==> src/fir_pkg.sv <==
package fir_pkg;

	localparam int MAX_TAPS = 64;
	localparam int SAMPLE_W = 16;
	localparam int COEF_W   = 16;
	localparam int TAP_CNT_W = 7;
	localparam int COEF_IDX_W = 6;

	localparam int ADDR_W = $clog2(MAX_TAPS);
	localparam int CNT_W  = $clog2(MAX_TAPS + 1);
	localparam int PROD_W = SAMPLE_W + COEF_W;
	localparam int ACC_W  = PROD_W + ADDR_W + 1;
	localparam int SHIFT  = COEF_W - 1;

	localparam logic signed [ACC_W-1:0] ROUND_HALF = ACC_W'(1) <<< (SHIFT - 1);

	// request command codes
	localparam logic CMD_LOAD   = 1'b0;
	localparam logic CMD_SAMPLE = 1'b1;

	typedef struct packed {
		logic vld;
		logic first;
		logic last;
	} mac_ctrl_t;

endpackage

==> src/fir_ram.sv <==
module fir_ram #(
	parameter int WIDTH = 16,
	parameter int DEPTH = 64
) (
	input  logic                     clk,
	input  logic                     we,
	input  logic [$clog2(DEPTH)-1:0] waddr,
	input  logic [WIDTH-1:0]         wdata,
	input  logic [$clog2(DEPTH)-1:0] raddr,
	output logic [WIDTH-1:0]         rdata
);

	logic [WIDTH-1:0] mem [DEPTH];

	always_ff @(posedge clk) begin
		if (we) begin
			mem[waddr] <= wdata;
		end
		rdata <= mem[raddr];
	end

endmodule

==> src/fir_mac.sv <==
module fir_mac (
	input  logic                                clk,
	input  logic                                arst_n,
	input  fir_pkg::mac_ctrl_t                  ctrl,
	input  logic signed [fir_pkg::COEF_W-1:0]   coef,
	input  logic signed [fir_pkg::SAMPLE_W-1:0] smp,
	output logic                                done,
	output logic signed [fir_pkg::SAMPLE_W-1:0] result
);

	localparam int RW = fir_pkg::ACC_W - fir_pkg::SHIFT;

	logic signed [fir_pkg::PROD_W-1:0] prod_s2;
	fir_pkg::mac_ctrl_t                ctrl_s2;
	logic signed [fir_pkg::ACC_W-1:0]  acc_q;
	logic                              done_q;
	logic signed [fir_pkg::ACC_W-1:0]  acc_base;
	logic signed [RW-1:0]              shr;
	logic [RW-fir_pkg::SAMPLE_W:0]     top_bits;

	always_ff @(posedge clk) begin
		prod_s2 <= coef * smp;
	end

	always_ff @(posedge clk or negedge arst_n) begin
		if (!arst_n) begin
			ctrl_s2 <= '0;
			done_q  <= 1'b0;
		end else begin
			ctrl_s2 <= ctrl;
			done_q  <= ctrl_s2.vld & ctrl_s2.last;
		end
	end

	// rounding half is folded in with the first product
	assign acc_base = ctrl_s2.first ? fir_pkg::ROUND_HALF : acc_q;

	always_ff @(posedge clk) begin
		if (ctrl_s2.vld) begin
			acc_q <= acc_base + fir_pkg::ACC_W'(prod_s2);
		end
	end

	assign shr      = acc_q[fir_pkg::ACC_W-1:fir_pkg::SHIFT];
	assign top_bits = shr[RW-1:fir_pkg::SAMPLE_W-1];

	always_comb begin
		if ((&top_bits) || !(|top_bits)) begin
			result = shr[fir_pkg::SAMPLE_W-1:0];
		end else if (shr[RW-1]) begin
			result = {1'b1, {(fir_pkg::SAMPLE_W-1){1'b0}}};
		end else begin
			result = {1'b0, {(fir_pkg::SAMPLE_W-1){1'b1}}};
		end
	end

	assign done = done_q;

endmodule

==> src/fir_filter_stream_core.sv <==
// Streaming FIR filter, Q1.15 samples and coefficients. A request with command 0 writes one
// coefficient into the table; a request with command 1 pushes one sample into a circular
// window. Once tap_count samples have arrived since the last block start, each sample
// produces one result: the sum of coef[j] times window sample j (oldest paired with coef 0),
// rounded to nearest (ties up) and saturated to Q1.15. A sample that yields a result is worked
// by the single multiply-accumulate that walks the coefficient and window RAMs one tap per
// cycle; no other request is taken until its result is registered. The coefficient table
// reads as zero until written. The user must write tap_count only while the block is idle;
// the block itself does not enforce this. Zero acts as one tap and values above 64 act as 64.
module fir_filter_stream_core (
	input  logic                                clk,
	input  logic                                arst_n,
	input  logic                                cfg_we,
	input  logic [fir_pkg::TAP_CNT_W-1:0]       cfg_wdata,
	input  logic                                in_valid,
	output logic                                in_ready,
	input  logic                                command,
	input  logic [fir_pkg::COEF_IDX_W-1:0]      coef_index,
	input  logic signed [fir_pkg::COEF_W-1:0]   coef_value,
	input  logic signed [fir_pkg::SAMPLE_W-1:0] sample,
	input  logic                                start_block,
	output logic                                out_valid,
	input  logic                                out_ready,
	output logic signed [fir_pkg::SAMPLE_W-1:0] filtered
);

	typedef enum logic [1:0] {ST_IDLE, ST_RUN, ST_DRAIN, ST_HOLD} state_t;

	state_t                               state_q;
	logic [fir_pkg::TAP_CNT_W-1:0]        tap_count_q;
	logic [fir_pkg::CNT_W-1:0]            fill_q;
	logic [fir_pkg::CNT_W-1:0]            t_q;
	logic [fir_pkg::ADDR_W-1:0]           wptr_q;
	logic [fir_pkg::ADDR_W-1:0]           base_q;
	logic [fir_pkg::ADDR_W-1:0]           j_q;
	logic [fir_pkg::MAX_TAPS-1:0]         coef_vld_q;
	logic                                 coef_vld_s1;
	fir_pkg::mac_ctrl_t                   ctrl_s1;
	fir_pkg::mac_ctrl_t                   ctrl_nxt;
	logic                                 out_valid_q;
	logic signed [fir_pkg::SAMPLE_W-1:0]  filtered_q;

	logic                                 accept;
	logic                                 is_load;
	logic                                 is_sample;
	logic                                 idx_ok;
	logic [fir_pkg::ADDR_W-1:0]           coef_waddr;
	logic [fir_pkg::CNT_W-1:0]            taps;
	logic [fir_pkg::CNT_W-1:0]            fill_base;
	logic [fir_pkg::CNT_W-1:0]            fill_nxt;
	logic                                 want_result;
	logic                                 last_tap;
	logic                                 slot_free;
	logic                                 mac_done;
	logic signed [fir_pkg::SAMPLE_W-1:0]  mac_result;
	logic                                 load_out;
	logic [fir_pkg::COEF_W-1:0]           coef_rd;
	logic [fir_pkg::SAMPLE_W-1:0]         win_rd;
	logic signed [fir_pkg::COEF_W-1:0]    coef_eff;
	logic [fir_pkg::ADDR_W-1:0]           win_raddr;

	assign in_ready  = (state_q == ST_IDLE);
	assign accept    = in_valid & in_ready;
	assign is_load   = accept && (command == fir_pkg::CMD_LOAD);
	assign is_sample = accept && (command == fir_pkg::CMD_SAMPLE);

	assign idx_ok     = 32'(coef_index) < fir_pkg::MAX_TAPS;
	assign coef_waddr = fir_pkg::ADDR_W'(coef_index);

	always_comb begin
		if (tap_count_q == '0) begin
			taps = fir_pkg::CNT_W'(1);
		end else if (32'(tap_count_q) > fir_pkg::MAX_TAPS) begin
			taps = fir_pkg::CNT_W'(fir_pkg::MAX_TAPS);
		end else begin
			taps = fir_pkg::CNT_W'(tap_count_q);
		end
	end

	assign fill_base   = start_block ? '0 : fill_q;
	assign fill_nxt    = (32'(fill_base) < fir_pkg::MAX_TAPS) ? fill_base + 1'b1 : fill_base;
	assign want_result = fill_nxt >= taps;

	assign last_tap  = (j_q == fir_pkg::ADDR_W'(t_q - 1'b1));
	assign slot_free = !out_valid_q || out_ready;
	assign load_out  = ((state_q == ST_DRAIN && mac_done) || state_q == ST_HOLD) && slot_free;
	assign win_raddr = base_q + j_q;

	always_comb begin
		ctrl_nxt = '0;
		if (state_q == ST_RUN) begin
			ctrl_nxt.vld   = 1'b1;
			ctrl_nxt.first = (j_q == '0);
			ctrl_nxt.last  = last_tap;
		end
	end

	always_ff @(posedge clk or negedge arst_n) begin
		if (!arst_n) begin
			tap_count_q <= fir_pkg::TAP_CNT_W'(16);
		end else if (cfg_we) begin
			tap_count_q <= cfg_wdata;
		end
	end

	always_ff @(posedge clk or negedge arst_n) begin
		if (!arst_n) begin
			state_q     <= ST_IDLE;
			fill_q      <= '0;
			wptr_q      <= '0;
			t_q         <= '0;
			base_q      <= '0;
			j_q         <= '0;
			coef_vld_q  <= '0;
			coef_vld_s1 <= 1'b0;
			ctrl_s1     <= '0;
			out_valid_q <= 1'b0;
			filtered_q  <= '0;
		end else begin
			ctrl_s1     <= ctrl_nxt;
			coef_vld_s1 <= coef_vld_q[j_q];
			if (is_load && idx_ok) begin
				coef_vld_q[coef_waddr] <= 1'b1;
			end
			if (load_out) begin
				out_valid_q <= 1'b1;
				filtered_q  <= mac_result;
			end else if (out_ready) begin
				out_valid_q <= 1'b0;
			end
			case (state_q)
				ST_IDLE: begin
					if (is_sample) begin
						wptr_q <= wptr_q + 1'b1;
						fill_q <= fill_nxt;
						if (want_result) begin
							t_q     <= taps;
							// oldest sample of the window sits taps-1 slots behind the newest
							base_q  <= wptr_q - fir_pkg::ADDR_W'(taps - 1'b1);
							j_q     <= '0;
							state_q <= ST_RUN;
						end
					end
				end
				ST_RUN: begin
					if (last_tap) begin
						state_q <= ST_DRAIN;
					end else begin
						j_q <= j_q + 1'b1;
					end
				end
				ST_DRAIN: begin
					if (mac_done) begin
						state_q <= slot_free ? ST_IDLE : ST_HOLD;
					end
				end
				ST_HOLD: begin
					if (slot_free) begin
						state_q <= ST_IDLE;
					end
				end
				default: begin
					state_q <= ST_IDLE;
				end
			endcase
		end
	end

	fir_ram #(
		.WIDTH(fir_pkg::COEF_W),
		.DEPTH(fir_pkg::MAX_TAPS)
	) u_coef_ram (
		.clk  (clk),
		.we   (is_load && idx_ok),
		.waddr(coef_waddr),
		.wdata(coef_value),
		.raddr(j_q),
		.rdata(coef_rd)
	);

	fir_ram #(
		.WIDTH(fir_pkg::SAMPLE_W),
		.DEPTH(fir_pkg::MAX_TAPS)
	) u_win_ram (
		.clk  (clk),
		.we   (is_sample),
		.waddr(wptr_q),
		.wdata(sample),
		.raddr(win_raddr),
		.rdata(win_rd)
	);

	// unwritten coefficients read as zero
	assign coef_eff = coef_vld_s1 ? $signed(coef_rd) : '0;

	fir_mac u_mac (
		.clk   (clk),
		.arst_n(arst_n),
		.ctrl  (ctrl_s1),
		.coef  (coef_eff),
		.smp   ($signed(win_rd)),
		.done  (mac_done),
		.result(mac_result)
	);

	assign out_valid = out_valid_q;
	assign filtered  = filtered_q;

endmodule
==> config.mk <==
export PLATFORM = sky130hd
export DESIGN_NAME = fir_filter_stream_core
export DESIGN_NICKNAME = d
export VERILOG_FILES = /design/src/fir_pkg.sv /design/src/fir_ram.sv /design/src/fir_mac.sv /design/src/fir_filter_stream_core.sv
export SDC_FILE = /design/constraint.sdc
export NUM_CORES = 2
export LEC_CHECK = 0
export CORE_MARGIN = 2
export CORE_UTILIZATION = 45
export DETAILED_ROUTE_END_ITERATION = 8
export DONT_BUFFER_PORTS = 1
export SKIP_CTS_REPAIR_TIMING = 1
export SYNTH_ARGS = -nofsm -noshare
export SYNTH_HDL_FRONTEND = slang
export SYNTH_SLANG_ARGS = --single-unit
==> constraint.sdc <==
create_clock -name clk -period 7.85 [get_ports clk]
set_input_delay 0.785 -clock clk [delete_from_list [all_inputs] [get_ports clk]]
set_output_delay 0.785 -clock clk [all_outputs]
set_load 0.005 [all_outputs]
==> summary.txt <==
Outcome
  – Status: complete, no violations

Yosys
  – Number of synthesized flops with an enable pin: 2087
  – Unique masters post-synth: 67
  – Area contributors post-synth: edfxtp_1, mux4_2, fa_1, dfrtp_1, ha_1
  – Ys Warns: 0
  – Ys flop type: edfxtp_1
  – Synth top area share: 0.634
  – Synth cell count leaders: edfxtp_1, mux4_2, inv_1, fa_1, nand2_1
  – Mean Syn Cell Area: 19.0 um^2
  – Post-Syn Area: between 90000 and 100000 um^2
  – Post-Synthesis Cells: 5200
  – Flops & latches, synth: between 2000 and 2500
  – Syn nets: roughly 5700
  – Seq/Total Area, Yosys: 0.680
  – Top-count cell post-synth: edfxtp_1
  – Largest area contributor in the netlist: edfxtp_1
  – Fraction of registers with async set/reset: 0.0566

Final layout
  – Layout Nets: 5879
  – Design area: ~110000 um^2
  – Synth-to-Final Area Change: 13.0%
  – Share of cells above drive strength 1: 0.249

Setup path
  – CP required: 8.59 ns
  – R2R Setup Slk: 0.63 ns
  – Worst r2r src: coef_vld_s1
  – CP startpoint: coef_vld_s1
  – CP Capture Type: flop
  – WS Path Type: reg2reg
  – Top fanout value on the critical path: 40
  – CP arrival: 7.96 ns
  – Worst setup SP type: flop

STA
  – RSZ-0062 raised after global routing: false
  – Worst-Margin Slew: 1.27 ns
  – WHS: roughly 0.050 ns
  – Relative slew slack: 0.150
  – Final TNS setup: 0 ns
  – Post-Route Skew: slightly below 0.08 ns
  – Count of final setup violators: 0
  – Final min period: 7.22 ns
  – Tcrit/Tclk final: 0.920
  – Pins Over Slew Limit: 0
  – Final Hold Vio Count: 0
  – Max Clk Rate: 0.139 GHz

Power and ir drop
  – Leakage power: 38.5 nW
  – PD cells: 429 nW/um^2
  – Sw frac: 0.369
  – Reg power frac: 0.311
  – Logic pwr share: 0.464
  – Pint: between 30 and 40 mW
  – Clock network fraction of total power: 0.225
  – Switch Pwr: around 18 mW
  – Maximum VDD drop: 510 uV

Floorplan
  – Core area: 219000 um^2
  – Die area: 223000 um^2
  – Top Ports: 70
  – Starting density of the core: 0.451
  – Site Rows: roughly 170
  – Die height: 473 um
  – Die width: 473 um

Global route
  – Largest net degree at the start of global routing: 139
  – Antenna violations before repair: 22
  – Vias in the first global route: 51189
  – GRT overflow: 0
  – First-pass GRT wire length: 348000 um
  – Gr usage total: 0.214

Clocking
  – Max Buffers Root-to-Sink: 3
  – CTS tree: done
  – Clk root buf: clkbuf_16
  – Clk sink count: 2280
  – Htree depth: 4
  – Reg clk slew, reported paths: 0.07 ns
  – Cts bufs inserted: ~230
  – Worst skew pair latency: between 0.8 and 0.9 ns

Detailed routing
  – Routed Wire Length: 247000 um
  – DRC viols: 0
  – Wire length per cell: 29.1 um
  – First DRT Iteration DRCs: 4767
  – Vias/cell: 5.78
  – DRT Pass-1 Iters: 6
  – DRT antenna net count: 0
  – Vias after detailed routing: between 40000 and 50000

Placement
  – Placed instance area: approximately 100000 um^2
  – Buffers added on ports: 0
  – Hpwl dp: around 140000 um
  – GPL Wtd Cong: 0.830

Flow run
  – Number of max-cap violations: 0

Worst hold path
  – Min-Delay Startpoint: coef_value[0]
  – Hold crit path type: in2reg
[metal layers]
layer | vias up | global-route usage | routed length (um)
met5 | - | 0 | 82
met4 | 10 | 0.0685 | 8960
met3 | 412 | 0.0376 | 15500
met2 | 1542 | 0.357 | 124000
met1 | 26351 | 0.287 | 98900
li1 | 20728 | - | -
[cells by family (layout without fill, tap and decap cells)]
logic type,Yosys count,in the layout,synth area share
compound gates,315,315,0.0207
xor+xnor,97,97,0.00867
fa+ha+maj,411,411,0.0721
buf+inv,579,991,0.0227
flops,2280,2280,0.680
mux,702,702,0.155
other cells,0,9,0
simple gates,816,816,0.0409
[critical path: stages (launching register included)]
cell	delay [ns]
dfrtp_2	0.71
buf_4	0.36
and2_1	0.35
nand2_1	0.13
fa_1	0.57
inv_1	0.05
fa_1	0.40
fa_1	0.48
fa_1	0.51
fa_1	0.50
inv_1	0.05
fa_1	0.47
inv_1	0.04
ha_1	0.36
nand4_1	0.14
nor3_1	0.32
a211oi_1	0.17
o21ai_0	0.29
nand3_1	0.24
o311a_1	0.44
o31ai_1	0.28
a21oi_1	0.13
xnor2_1	0.13
[power groups by stage]
stage / sequential [mW] / clock (mW) / combinational, mW
floorplan: 14.6 / 0 / 15.9
global placement: 15.1 / 0 / 22.2
detailed placement: 15.2 / 0 / 22.3
CTS: 14.9 / 11.0 / 22.4
global route: 15.0 / 11.4 / 24.2
finish: 14.9 / 10.8 / 22.2
[registers in the layout, summed over array words and instances (netlist names), 7 cells and up]
signal            flops
u_mac.prod_s2        32
u_mac.acc_q          39
filtered             16
u_win_ram.mem      1024
fill_q                7
u_win_ram.rdata      16
u_coef_ram.mem     1024
coef_vld_q           64
tap_count_q           7
u_coef_ram.rdata     16
[layout by cell type (no fill, tap or decap), drive strengths merged, types with 6 or more instances in the layout]
cell type and n:
mux4 665, xnor2 77, clkbuf 319, a21oi 89, dfrtp 128, a21o 53, o21bai 10, a31oi 19
nand4 10, xor2 20, nor2 199, dlygate4sd3 35, o21ai 57, bufinv 18, clkinv 75, nand3 25
fa 265, nand3b 8, o21a 6, clkinvlp 6, dfxtp 64, inv 341, diode 9, or2 71
ha 146, nand2 216, mux2 14, edfxtp 2087, nor2b 79, and3 134, nor3 20, buf 197
o31ai 7, a21boi 6, a211oi 41, and2 18, mux2i 23, nand2b 19
[area by class of cell]
cell class | count | area (um^2)
antenna | 9 | 22.5
tap | 2871 | 3590
clock inverter | 106 | 1210
clock buffer | 319 | 6210
inverter | 334 | 1250
timing repair buffer | 232 | 2440
sequential | 2280 | 67200
multi-input combinational | 2341 | 29800
fill | 17475 | 107000
[worst paths after layout]
| check | to | depth (start not counted) |
|---|---|---|
| min | u_coef_ram.mem[38][0] | 0 |
| min in group asynchronous | coef_vld_q[55] | 2 |
| max in group asynchronous | j_q[2] | 2 |
| max reg2reg | u_mac.prod_s2[30] | 22 |
| max | u_mac.prod_s2[30] | 22 |
| min reg2reg | u_mac.ctrl_s2[2] | 0 |
[per-stage QoR]
stage	worst slack [ns]	std cells	utilization	total power, mW
global route	0.150	8487	0.510	50.6
floorplan	1.52	5200	-	30.5
detailed placement	0.660	7990	0.471	37.5
global placement	0.811	7990	0.471	37.4
CTS	0.666	8415	0.505	48.3
finish	0.632	8492	0.510	47.9
(Power assumes the default switching activity.)
